`src/sv/svalloc_pkg.sv`:
```
// shared types and constants of the voice allocator
// used by svalloc_front, svalloc_back and synth_voice_allocator_top; no dependencies
package svalloc_pkg;

  localparam int NUM_VOICES  = 16;
  localparam int VOICE_W     = 4;
  localparam int NUM_LAYERS  = 4;
  localparam int LAYER_W     = 2;
  localparam int NOTE_W      = 7;
  localparam int VEL_W       = 7;
  localparam int CHAN_W      = 5;
  localparam int FUNC_W      = 2;
  localparam int LCOUNT_W    = 3;
  localparam int AGE_W       = 32;
  localparam int QUEUE_DEPTH = 2;
  localparam int QPTR_W      = 1;
  localparam int PADDR_W     = 5;
  localparam int REG_IDX_W   = 3;
  localparam int PDATA_W     = 32;

  localparam logic [FUNC_W-1:0] FUNC_NOTE_ON  = 2'd0;
  localparam logic [FUNC_W-1:0] FUNC_NOTE_OFF = 2'd1;
  localparam logic [FUNC_W-1:0] FUNC_ALL_OFF  = 2'd2;
  localparam logic [FUNC_W-1:0] FUNC_FINISH   = 2'd3;

  localparam logic CMD_START   = 1'b0;
  localparam logic CMD_RELEASE = 1'b1;

  localparam logic [REG_IDX_W-1:0] REG_PROGRAM_LOADED = 3'd0;
  localparam logic [REG_IDX_W-1:0] REG_LAYER_COUNT    = 3'd1;
  localparam logic [REG_IDX_W-1:0] REG_LAYER0_CHANNEL = 3'd2;
  localparam logic [REG_IDX_W-1:0] REG_LAYER1_CHANNEL = 3'd3;
  localparam logic [REG_IDX_W-1:0] REG_LAYER2_CHANNEL = 3'd4;
  localparam logic [REG_IDX_W-1:0] REG_LAYER3_CHANNEL = 3'd5;

  typedef enum logic [1:0] {
    OP_NOTE_ON,
    OP_NOTE_OFF,
    OP_ALL_OFF,
    OP_FINISH
  } op_t;

  typedef enum logic [2:0] {
    ST_IDLE,
    ST_ON_LAYER,
    ST_ON_SCAN,
    ST_OFF_SCAN,
    ST_ALL_SCAN,
    ST_FLUSH
  } back_state_t;

  typedef struct packed {
    logic                                 loaded;
    logic [LCOUNT_W-1:0]                  layer_count;
    logic [NUM_LAYERS-1:0][CHAN_W-1:0]    chan;
  } cfg_t;

  typedef struct packed {
    op_t                   op;
    logic [NOTE_W-1:0]     note;
    logic [VEL_W-1:0]      vel;
    logic [CHAN_W-1:0]     chan;
    logic [NUM_LAYERS-1:0] match;
    logic [VOICE_W-1:0]    fin;
  } item_t;

  typedef struct packed {
    logic               command;
    logic [VOICE_W-1:0] voice;
    logic [NOTE_W-1:0]  note;
    logic [VEL_W-1:0]   vel;
    logic [LAYER_W-1:0] layer;
  } result_t;

endpackage

```
`src/sv/svalloc_front.sv`:
```
// front end: accepts items, classifies them and queues them for the back end
// depends on svalloc_pkg
module svalloc_front (
  input  logic                           clk,
  input  logic                           rst_n,
  input  svalloc_pkg::cfg_t              cfg,
  input  logic                           start,
  output logic                           busy,
  input  logic [svalloc_pkg::FUNC_W-1:0] in_func,
  input  logic [svalloc_pkg::NOTE_W-1:0] in_key_number,
  input  logic [svalloc_pkg::VEL_W-1:0]  in_key_velocity,
  input  logic [svalloc_pkg::CHAN_W-1:0] in_midi_channel,
  input  logic [svalloc_pkg::NUM_LAYERS-1:0] in_layer_match,
  input  logic [svalloc_pkg::VOICE_W-1:0] in_finished_voice,
  output svalloc_pkg::item_t             head,
  output logic                           head_valid,
  input  logic                           pop
);

  svalloc_pkg::item_t                  item_in;
  logic                                keep;
  logic                                push;
  logic [svalloc_pkg::NUM_LAYERS-1:0]  layer_mask;

  svalloc_pkg::item_t                  q_r [svalloc_pkg::QUEUE_DEPTH];
  logic [svalloc_pkg::QPTR_W-1:0]      wr_ptr_r;
  logic [svalloc_pkg::QPTR_W-1:0]      rd_ptr_r;
  logic [svalloc_pkg::QPTR_W:0]        count_r;

  // layers beyond the loaded count never match
  always_comb begin
    for (int l = 0; l < svalloc_pkg::NUM_LAYERS; l++) begin
      layer_mask[l] = svalloc_pkg::LCOUNT_W'(l) < cfg.layer_count;
    end
  end

  always_comb begin
    item_in.note  = in_key_number;
    item_in.vel   = in_key_velocity;
    item_in.chan  = in_midi_channel;
    item_in.match = in_layer_match & layer_mask;
    item_in.fin   = in_finished_voice;
    unique case (in_func)
      svalloc_pkg::FUNC_NOTE_ON:  item_in.op = svalloc_pkg::OP_NOTE_ON;
      svalloc_pkg::FUNC_NOTE_OFF: item_in.op = svalloc_pkg::OP_NOTE_OFF;
      svalloc_pkg::FUNC_ALL_OFF:  item_in.op = svalloc_pkg::OP_ALL_OFF;
      default:                    item_in.op = svalloc_pkg::OP_FINISH;
    endcase
    // note events without a program are dropped here
    keep = cfg.loaded || (in_func == svalloc_pkg::FUNC_ALL_OFF) ||
           (in_func == svalloc_pkg::FUNC_FINISH);
  end

  assign busy       = (count_r == (svalloc_pkg::QPTR_W+1)'(svalloc_pkg::QUEUE_DEPTH));
  assign push       = start && !busy && keep;
  assign head       = q_r[rd_ptr_r];
  assign head_valid = (count_r != '0);

  always_ff @(posedge clk) begin
    if (!rst_n) begin
      wr_ptr_r <= '0;
      rd_ptr_r <= '0;
      count_r  <= '0;
    end else begin
      if (push) begin
        wr_ptr_r <= wr_ptr_r + 1'b1;
      end
      if (pop) begin
        rd_ptr_r <= rd_ptr_r + 1'b1;
      end
      if (push && !pop) begin
        count_r <= count_r + 1'b1;
      end else if (pop && !push) begin
        count_r <= count_r - 1'b1;
      end
    end
  end

  always_ff @(posedge clk) begin
    if (push) begin
      q_r[wr_ptr_r] <= item_in;
    end
  end

  a_count_bound: assert property (@(posedge clk) disable iff (!rst_n)
    count_r <= (svalloc_pkg::QPTR_W+1)'(svalloc_pkg::QUEUE_DEPTH))
    else $error("queue count beyond depth");

  a_pop_nonempty: assert property (@(posedge clk) disable iff (!rst_n)
    pop |-> head_valid)
    else $error("pop from empty queue");

endmodule

```
`src/sv/svalloc_back.sv`:
```
// back end: voice state, allocation and release sequencer, result register
// depends on svalloc_pkg; takes items from svalloc_front
module svalloc_back (
  input  logic                            clk,
  input  logic                            rst_n,
  input  svalloc_pkg::cfg_t               cfg,
  input  svalloc_pkg::item_t              head,
  input  logic                            head_valid,
  output logic                            pop,
  output logic                            out_strobe,
  output logic                            out_command,
  output logic [svalloc_pkg::VOICE_W-1:0] out_voice_id,
  output logic [svalloc_pkg::NOTE_W-1:0]  out_voice_note,
  output logic [svalloc_pkg::VEL_W-1:0]   out_voice_velocity,
  output logic [svalloc_pkg::LAYER_W-1:0] out_voice_layer,
  output logic                            out_last_command
);

  svalloc_pkg::back_state_t state_r, state_nxt;

  svalloc_pkg::item_t                  item_r;
  logic [svalloc_pkg::NUM_LAYERS-1:0]  match_r;
  logic [svalloc_pkg::VOICE_W-1:0]     idx_r;
  logic [svalloc_pkg::VOICE_W-1:0]     best_r;
  logic [svalloc_pkg::AGE_W-1:0]       best_age_r;

  logic [svalloc_pkg::NUM_VOICES-1:0]  active_r;
  logic [svalloc_pkg::NUM_VOICES-1:0]  lvalid_r;
  logic [svalloc_pkg::NOTE_W-1:0]      note_r  [svalloc_pkg::NUM_VOICES];
  logic [svalloc_pkg::LAYER_W-1:0]     layer_r [svalloc_pkg::NUM_VOICES];
  logic [svalloc_pkg::AGE_W-1:0]       age_r   [svalloc_pkg::NUM_VOICES];
  logic [svalloc_pkg::AGE_W-1:0]       age_ctr_r;

  logic                                pend_valid_r;
  svalloc_pkg::result_t                pend_r;
  logic                                out_strobe_r;
  svalloc_pkg::result_t                out_res_r;
  logic                                out_last_r;

  logic                                free_any;
  logic [svalloc_pkg::VOICE_W-1:0]     free_voice;
  logic [svalloc_pkg::LAYER_W-1:0]     cur_layer;
  logic [svalloc_pkg::AGE_W-1:0]       scan_age;
  logic                                scan_lower;
  logic                                scan_last;
  logic [svalloc_pkg::VOICE_W-1:0]     steal_voice;
  logic [svalloc_pkg::CHAN_W-1:0]      scan_chan;
  logic                                off_hit;
  logic [svalloc_pkg::AGE_W-1:0]       age_next;

  logic                                assign_en;
  logic [svalloc_pkg::VOICE_W-1:0]     assign_voice;
  logic                                new_en;
  svalloc_pkg::result_t                new_res;
  logic                                flush;
  logic                                emit;

  always_comb begin
    free_voice = '0;
    for (int v = svalloc_pkg::NUM_VOICES - 1; v >= 0; v--) begin
      if (!active_r[v]) begin
        free_voice = svalloc_pkg::VOICE_W'(v);
      end
    end
    cur_layer = '0;
    for (int l = svalloc_pkg::NUM_LAYERS - 1; l >= 0; l--) begin
      if (match_r[l]) begin
        cur_layer = svalloc_pkg::LAYER_W'(l);
      end
    end
  end

  assign free_any    = !(&active_r);
  assign scan_age    = age_r[idx_r];
  assign scan_lower  = scan_age < best_age_r;
  assign scan_last   = (idx_r == svalloc_pkg::VOICE_W'(svalloc_pkg::NUM_VOICES - 1));
  assign steal_voice = scan_lower ? idx_r : best_r;
  assign scan_chan   = cfg.chan[layer_r[idx_r]];
  assign off_hit     = active_r[idx_r] && lvalid_r[idx_r] && (note_r[idx_r] == item_r.note) &&
                       ((scan_chan == '0) || (scan_chan == item_r.chan));
  assign age_next    = age_ctr_r + 1'b1;

  // next state
  always_comb begin
    state_nxt = state_r;
    unique case (state_r)
      svalloc_pkg::ST_IDLE: begin
        if (head_valid) begin
          unique case (head.op)
            svalloc_pkg::OP_NOTE_ON:  state_nxt = svalloc_pkg::ST_ON_LAYER;
            svalloc_pkg::OP_NOTE_OFF: state_nxt = svalloc_pkg::ST_OFF_SCAN;
            svalloc_pkg::OP_ALL_OFF:  state_nxt = svalloc_pkg::ST_ALL_SCAN;
            default:                  state_nxt = svalloc_pkg::ST_IDLE;
          endcase
        end
      end
      svalloc_pkg::ST_ON_LAYER: begin
        if (match_r == '0) begin
          state_nxt = svalloc_pkg::ST_FLUSH;
        end else if (!free_any) begin
          state_nxt = svalloc_pkg::ST_ON_SCAN;
        end
      end
      svalloc_pkg::ST_ON_SCAN: begin
        if (scan_last) begin
          state_nxt = svalloc_pkg::ST_ON_LAYER;
        end
      end
      svalloc_pkg::ST_OFF_SCAN,
      svalloc_pkg::ST_ALL_SCAN: begin
        if (scan_last) begin
          state_nxt = svalloc_pkg::ST_FLUSH;
        end
      end
      svalloc_pkg::ST_FLUSH: state_nxt = svalloc_pkg::ST_IDLE;
      default:               state_nxt = svalloc_pkg::ST_IDLE;
    endcase
  end

  // outputs of the sequencer
  always_comb begin
    pop          = 1'b0;
    assign_en    = 1'b0;
    assign_voice = free_voice;
    new_en       = 1'b0;
    flush        = 1'b0;
    new_res      = '{command: svalloc_pkg::CMD_RELEASE, voice: idx_r,
                     note: '0, vel: '0, layer: '0};
    unique case (state_r)
      svalloc_pkg::ST_IDLE:     pop = head_valid;
      svalloc_pkg::ST_ON_LAYER: assign_en = (match_r != '0) && free_any;
      svalloc_pkg::ST_ON_SCAN: begin
        assign_en    = scan_last;
        assign_voice = steal_voice;
      end
      svalloc_pkg::ST_OFF_SCAN: new_en = off_hit;
      svalloc_pkg::ST_ALL_SCAN: new_en = 1'b1;
      svalloc_pkg::ST_FLUSH:    flush = 1'b1;
      default: ;
    endcase
    if (assign_en) begin
      new_en  = 1'b1;
      new_res = '{command: svalloc_pkg::CMD_START, voice: assign_voice,
                  note: item_r.note, vel: item_r.vel, layer: cur_layer};
    end
  end

  // one result is held back so the last one of an item can be marked
  assign emit = pend_valid_r && (new_en || flush);

  always_ff @(posedge clk) begin
    if (!rst_n) begin
      state_r      <= svalloc_pkg::ST_IDLE;
      idx_r        <= '0;
      match_r      <= '0;
      active_r     <= '0;
      lvalid_r     <= '0;
      age_ctr_r    <= '0;
      pend_valid_r <= 1'b0;
      out_strobe_r <= 1'b0;
      out_last_r   <= 1'b0;
      for (int v = 0; v < svalloc_pkg::NUM_VOICES; v++) begin
        note_r[v]  <= '0;
        layer_r[v] <= '0;
        age_r[v]   <= '0;
      end
    end else begin
      state_r <= state_nxt;
      if (pop) begin
        match_r <= head.match;
        idx_r   <= '0;
        if (head.op == svalloc_pkg::OP_FINISH) begin
          active_r[head.fin] <= 1'b0;
        end
      end
      if ((state_r == svalloc_pkg::ST_ON_LAYER) && (match_r != '0) && !free_any) begin
        idx_r <= svalloc_pkg::VOICE_W'(1);
      end
      if ((state_r == svalloc_pkg::ST_ON_SCAN) || (state_r == svalloc_pkg::ST_OFF_SCAN) ||
          (state_r == svalloc_pkg::ST_ALL_SCAN)) begin
        idx_r <= idx_r + 1'b1;
      end
      if (assign_en) begin
        active_r[assign_voice] <= 1'b1;
        lvalid_r[assign_voice] <= 1'b1;
        note_r[assign_voice]   <= item_r.note;
        layer_r[assign_voice]  <= cur_layer;
        age_r[assign_voice]    <= age_next;
        age_ctr_r              <= age_next;
        match_r                <= match_r & (match_r - 1'b1);
      end
      if (new_en) begin
        pend_valid_r <= 1'b1;
      end else if (flush) begin
        pend_valid_r <= 1'b0;
      end
      out_strobe_r <= emit;
      out_last_r   <= flush && pend_valid_r;
    end
  end

  always_ff @(posedge clk) begin
    if (pop) begin
      item_r <= head;
    end
    if ((state_r == svalloc_pkg::ST_ON_LAYER) && (match_r != '0) && !free_any) begin
      best_r     <= '0;
      best_age_r <= age_r[0];
    end else if ((state_r == svalloc_pkg::ST_ON_SCAN) && scan_lower) begin
      best_r     <= idx_r;
      best_age_r <= scan_age;
    end
    if (new_en) begin
      pend_r <= new_res;
    end
    if (emit) begin
      out_res_r <= pend_r;
    end
  end

  assign out_strobe         = out_strobe_r;
  assign out_command        = out_res_r.command;
  assign out_voice_id       = out_res_r.voice;
  assign out_voice_note     = out_res_r.note;
  assign out_voice_velocity = out_res_r.vel;
  assign out_voice_layer    = out_res_r.layer;
  assign out_last_command   = out_last_r;

  a_idle_no_pending: assert property (@(posedge clk) disable iff (!rst_n)
    (state_r == svalloc_pkg::ST_IDLE) |-> !pend_valid_r)
    else $error("result left pending between items");

  a_steal_all_active: assert property (@(posedge clk) disable iff (!rst_n)
    (state_r == svalloc_pkg::ST_ON_SCAN) |-> (&active_r))
    else $error("age scan while a voice is free");

  a_last_with_strobe: assert property (@(posedge clk) disable iff (!rst_n)
    out_last_r |-> out_strobe_r)
    else $error("last marker without a result");

  a_age_step: assert property (@(posedge clk) disable iff (!rst_n)
    assign_en |=> (age_ctr_r == $past(age_ctr_r) + 1'b1))
    else $error("age counter did not advance on allocation");

endmodule

```
`src/sv/synth_voice_allocator_top.sv`:
```
// Polyphonic voice allocator with oldest-voice stealing. An item is taken when start is
// high and busy is low; a two-entry queue sits in front of the sequencer, so busy rises
// only while two items wait. The sequencer first takes an item from the queue, and voice
// finished needs nothing more. Note on then assigns one voice per matching layer, taken
// from the free voices while one is free and found by an age search when one must be
// stolen; the search reads one voice per cycle. The item then closes. Note off and all
// notes off scan the sixteen voices at one per cycle and then close the item. Results
// leave at most one per cycle on out_strobe; each is held back until the next one is made
// or the item closes. The receiver cannot hold results off. Registers sit on an APB port
// at byte offsets 4*i.
// depends on svalloc_pkg, svalloc_front, svalloc_back
module synth_voice_allocator_top (
  input  logic                                 clk,
  input  logic                                 rst_n,
  input  logic                                 psel,
  input  logic                                 penable,
  input  logic                                 pwrite,
  input  logic [svalloc_pkg::PADDR_W-1:0]      paddr,
  input  logic [svalloc_pkg::PDATA_W-1:0]      pwdata,
  output logic [svalloc_pkg::PDATA_W-1:0]      prdata,
  output logic                                 pready,
  input  logic                                 start,
  output logic                                 busy,
  input  logic [svalloc_pkg::FUNC_W-1:0]       in_func,
  input  logic [svalloc_pkg::NOTE_W-1:0]       in_key_number,
  input  logic [svalloc_pkg::VEL_W-1:0]        in_key_velocity,
  input  logic [svalloc_pkg::CHAN_W-1:0]       in_midi_channel,
  input  logic [svalloc_pkg::NUM_LAYERS-1:0]   in_layer_match,
  input  logic [svalloc_pkg::VOICE_W-1:0]      in_finished_voice,
  output logic                                 out_strobe,
  output logic                                 out_command,
  output logic [svalloc_pkg::VOICE_W-1:0]      out_voice_id,
  output logic [svalloc_pkg::NOTE_W-1:0]       out_voice_note,
  output logic [svalloc_pkg::VEL_W-1:0]        out_voice_velocity,
  output logic [svalloc_pkg::LAYER_W-1:0]      out_voice_layer,
  output logic                                 out_last_command
);

  svalloc_pkg::cfg_t                   cfg_r;
  logic                                wr_en;
  logic [svalloc_pkg::REG_IDX_W-1:0]   reg_idx;
  svalloc_pkg::item_t                  head;
  logic                                head_valid;
  logic                                pop;

  assign pready  = 1'b1;
  assign wr_en   = psel && penable && pwrite && pready;
  assign reg_idx = paddr[svalloc_pkg::PADDR_W-1:2];

  always_ff @(posedge clk) begin
    if (!rst_n) begin
      cfg_r <= '0;
    end else if (wr_en) begin
      unique case (reg_idx)
        svalloc_pkg::REG_PROGRAM_LOADED: cfg_r.loaded      <= pwdata[0];
        svalloc_pkg::REG_LAYER_COUNT:    cfg_r.layer_count <= pwdata[svalloc_pkg::LCOUNT_W-1:0];
        svalloc_pkg::REG_LAYER0_CHANNEL: cfg_r.chan[0]     <= pwdata[svalloc_pkg::CHAN_W-1:0];
        svalloc_pkg::REG_LAYER1_CHANNEL: cfg_r.chan[1]     <= pwdata[svalloc_pkg::CHAN_W-1:0];
        svalloc_pkg::REG_LAYER2_CHANNEL: cfg_r.chan[2]     <= pwdata[svalloc_pkg::CHAN_W-1:0];
        svalloc_pkg::REG_LAYER3_CHANNEL: cfg_r.chan[3]     <= pwdata[svalloc_pkg::CHAN_W-1:0];
        default: ;
      endcase
    end
  end

  always_comb begin
    unique case (reg_idx)
      svalloc_pkg::REG_PROGRAM_LOADED: prdata = svalloc_pkg::PDATA_W'(cfg_r.loaded);
      svalloc_pkg::REG_LAYER_COUNT:    prdata = svalloc_pkg::PDATA_W'(cfg_r.layer_count);
      svalloc_pkg::REG_LAYER0_CHANNEL: prdata = svalloc_pkg::PDATA_W'(cfg_r.chan[0]);
      svalloc_pkg::REG_LAYER1_CHANNEL: prdata = svalloc_pkg::PDATA_W'(cfg_r.chan[1]);
      svalloc_pkg::REG_LAYER2_CHANNEL: prdata = svalloc_pkg::PDATA_W'(cfg_r.chan[2]);
      svalloc_pkg::REG_LAYER3_CHANNEL: prdata = svalloc_pkg::PDATA_W'(cfg_r.chan[3]);
      default:                         prdata = '0;
    endcase
  end

  svalloc_front u_front (
    .clk               (clk),
    .rst_n             (rst_n),
    .cfg               (cfg_r),
    .start             (start),
    .busy              (busy),
    .in_func           (in_func),
    .in_key_number     (in_key_number),
    .in_key_velocity   (in_key_velocity),
    .in_midi_channel   (in_midi_channel),
    .in_layer_match    (in_layer_match),
    .in_finished_voice (in_finished_voice),
    .head              (head),
    .head_valid        (head_valid),
    .pop               (pop)
  );

  svalloc_back u_back (
    .clk                (clk),
    .rst_n              (rst_n),
    .cfg                (cfg_r),
    .head               (head),
    .head_valid         (head_valid),
    .pop                (pop),
    .out_strobe         (out_strobe),
    .out_command        (out_command),
    .out_voice_id       (out_voice_id),
    .out_voice_note     (out_voice_note),
    .out_voice_velocity (out_voice_velocity),
    .out_voice_layer    (out_voice_layer),
    .out_last_command   (out_last_command)
  );

endmodule
```
`config.mk`:
```
export PLATFORM = sky130hd
export DESIGN_NAME = synth_voice_allocator_top
export DESIGN_NICKNAME = d
export VERILOG_FILES = /design/src/sv/svalloc_pkg.sv /design/src/sv/svalloc_front.sv /design/src/sv/svalloc_back.sv /design/src/sv/synth_voice_allocator_top.sv
export SDC_FILE = /design/constraint.sdc
export NUM_CORES = 1
export LEC_CHECK = 0
export BUFFER_PORTS_ARGS = -buffer_cell sky130_fd_sc_hd__buf_4
export CORE_AREA = 2 2 272 274
export CTS_BUF_LIST = sky130_fd_sc_hd__clkbuf_8 sky130_fd_sc_hd__clkbuf_16
export CTS_CLUSTER_DIAMETER = 150
export DETAILED_ROUTE_END_ITERATION = 12
export DIE_AREA = 0 0 274 276
export PLACE_DENSITY_LB_ADDON = 0.2
export SYNTH_ARGS = -nofsm -noshare
export SYNTH_HDL_FRONTEND = slang
export SYNTH_SLANG_ARGS = --single-unit
export TNS_END_PERCENT = 100
```
`constraint.sdc`:
```
create_clock -name clk -period 7.1 [get_ports clk]
set_input_delay 1.42 -clock clk [delete_from_list [all_inputs] [get_ports clk]]
set_output_delay 1.42 -clock clk [all_outputs]
set_load 0.01 [all_outputs]
```
==> run metrics <==
vias in the first global route=25100; TritonCTS Buffers=94; PD cells=314 nW/um^2; CP Max Fanout=35; Leak=15.5 nW; unrepaired setup endpoints after global routing=no; Netlist cell types=70; first-pass GRT wire length=154000 um; Gates resized, CTS repair=0; DIE AREA=75600 sq um; Arrival @ worst endpoint=6750 ps; pin count of the biggest net entering global routing=75; Reg clk slew, reported paths=60 ps; setup TNS=0 ps; GRT overflow=0; Detail Route Antenna Nets=0; Pins Over Slew Limit=0; DR pass1 iterations=5; clk sinks=922; most common cell after layout, fill and taps aside=edfxtp_1; reg-to-reg slack, setup=690 ps; mux contribution to synthesized area=14.0%; Vias=24500; Routed Wire Length=103000 um; RePlAce Congestion=0.837; # DRC=0; DR vias/cell=6.19; Site Rows=99; Synth Area in Compound Gates=3.18%; clock latency on the worst-skew pair=680 ps; layout cell share with drive strength beyond 1=20.4%; simple-gate area share of the yosys netlist=11.8%; fin cells=3967; IO Pins=129; Post-synth EDFFs=807; Yosys top cell by area=edfxtp_1; post-CTS setup buffer count=0; PortBufs=71; Hold Buf Count CTS=0; # Max-Cap Violations=0; total core area=72600 sq um; area grow syn2layout=12.6%; Layout Utilization=62.7%; Setup crit end kind=flop; Worst Skew=33.2 ps; Final setup violation count=0; CTS H-tree lvls=3; Placed Cells=3789; Die Ht=276 um; CTS tree=yes; Starting DRT DRC Count=2658; post-synth top area share=59.9%; outcome=finished clean; WL per Instance=25.9 um; Least-Margin Pin Slew=1320 ps; Required @ worst endpoint=7440 ps; Mapped Area=40400 sq um; crit path kind=flop to flop; root buf cell=clkbuf_16; FF+latch count, synth=922; Synth Area in Adders=1.05%; Hold Fails Final Rpt=0; cells after synthesis=2874; Yosys warnings=0; die width=274 um; Worst VDD drop=0.262 mV; Syn Area/Cell=14.1 sq um; post-synthesis sequential area ratio=65.6%; clk buf depth=3; minimum clock period=6410 ps; Max Fclk=156 MHz; ys flop type=edfxtp_1; fillers=5355; asr flop ratio synth=0%; fin crit share=90.3%; main combinational cell family by area after synthesis=multiplexers; max_slew headroom=11.4%; post-layout net count=3032; HPWL reported at the end of detailed placement=57000 um; top area cells in the synthesized netlist=edfxtp_1 60%, mux4_2 11%, nor2_1 6.6%, dfxtp_1 5.7%, mux2_2 1.5%; type of the tightest min-delay check=flop to flop; Antenna Cells=0; GRT Total Usage=27.6%; initial antenna violation count=0; startpoint types=flop; Synth Area in XOR/XNOR=1.26%; commonest cells after routing, fill and taps aside=807 x edfxtp_1, 709 x nor2_1, 202 x mux4_2; Initial Util=55.7%
==> final cells by class <==
class / count / area [sq um] / area share, %
Clock buffer: 96 / 2380 / 5.23
Timing Repair Buffer: 163 / 1510 / 3.32
Sequential cell: 922 / 26600 / 58.3
Clock inverter: 82 / 808 / 1.78
Inverter: 61 / 229 / 0.503
Tap cell: 959 / 1200 / 2.64
Multi-Input combinational cell: 1684 / 12900 / 28.2
==> per-layer routing <==
layer  global-route usage, %  routed length (um)  vias up
met5                       0                   0        -
met4                    8.19                2500        0
met3                    4.88               10100      180
met2                    45.2               50800     1352
met1                    38.0               39400    12400
li1                        -                   -    10600
==> per-stage QoR <==
step                      hold slack [ps]  worst slack (ps)  cell area, sq um  power (mW)
after CTS                             420               781             45500        14.4
after floorplan                       400              64.9             40500        7.99
after global placement                402               826             42300        9.29
after global routing                  430               458             45500        14.8
final                                 420               686             45500        14.3
after detailed placement              405               801             42300        9.36
==> final timing paths <==
path | from | to | cells past startpoint
worst max-delay path | flop | u_back.age_r[1][4] | 15
worst min-delay path | u_back.pend_r[10] | u_back.out_voice_note[1] | 0
worst max register to register | flop | u_back.age_r[1][4] | 15
worst min register to register | u_back.pend_r[10] | u_back.out_voice_note[1] | 0
==> flip-flops by register name, indices dropped and copies added (netlist names), 7 cells and up, named ones only <==
register,cells
u_back.best_age_r,32
u_back.age_ctr_r,32
u_front.q_r,58
u_back.lvalid_r,16
cfg_r,24
u_back.age_r,512
u_back.item_r,19
u_back.note_r,112
u_back.pend_r,21
u_back.active_r,16
u_back.layer_r,32
u_back.out_voice_velocity,7
u_back.out_voice_note,7
==> cells in the mapped netlist, types with 15 or more instances <==
| library cell | count |
|---|---|
| edfxtp_1 | 807 |
| nor2_1 | 709 |
| mux4_2 | 202 |
| nand2_1 | 140 |
| clkbuf_1 | 139 |
| dfxtp_1 | 115 |
| mux2_2 | 55 |
| inv_1 | 54 |
| nand3_1 | 50 |
| mux2i_1 | 48 |
| buf_2 | 46 |
| o21ai_0 | 41 |
| nor2b_1 | 39 |
| xnor2_1 | 36 |
| a21oi_1 | 34 |
| and2_1 | 34 |
| ha_1 | 34 |
| buf_4 | 28 |
| xor2_1 | 22 |
| nand4_1 | 21 |
| buf_1 | 20 |
| a21boi_0 | 15 |
| and3_1 | 15 |
==> report_power, final <==
group	total (mW)	switching (mW)	internal (mW)
registers	6.57	0.238	6.33
logic	2.68	1.50	1.18
clock network	5.06	2.13	2.93
==> worst max-delay path, cell delays in order, from the launching register on <==
cell and delay [ps]:
dfxtp_4 490, buf_12 330, mux4_2 560, mux4_2 520, ha_1 320, nand4_1 180, nor4_1 600, o21ai_0 180
a311oi_1 550, o2111ai_2 300, a21oi_2 460, a221o_1 570, buf_4 240, nand4_4 230, nand2_2 210, buf_4 290
==> kinds of logic (layout without fill, tap and decap cells) <==
group	count (synthesis)	in the layout
other	2	28
DFF	922	922
and+or+nand+nor	1080	1080
adders and majority gates	34	34
xor gates and xnor gates	58	58
AOI/OAI and AO/OA	179	179
muxes	305	305
buffers and inverters	294	402
Power figures use the tool's default switching activity.
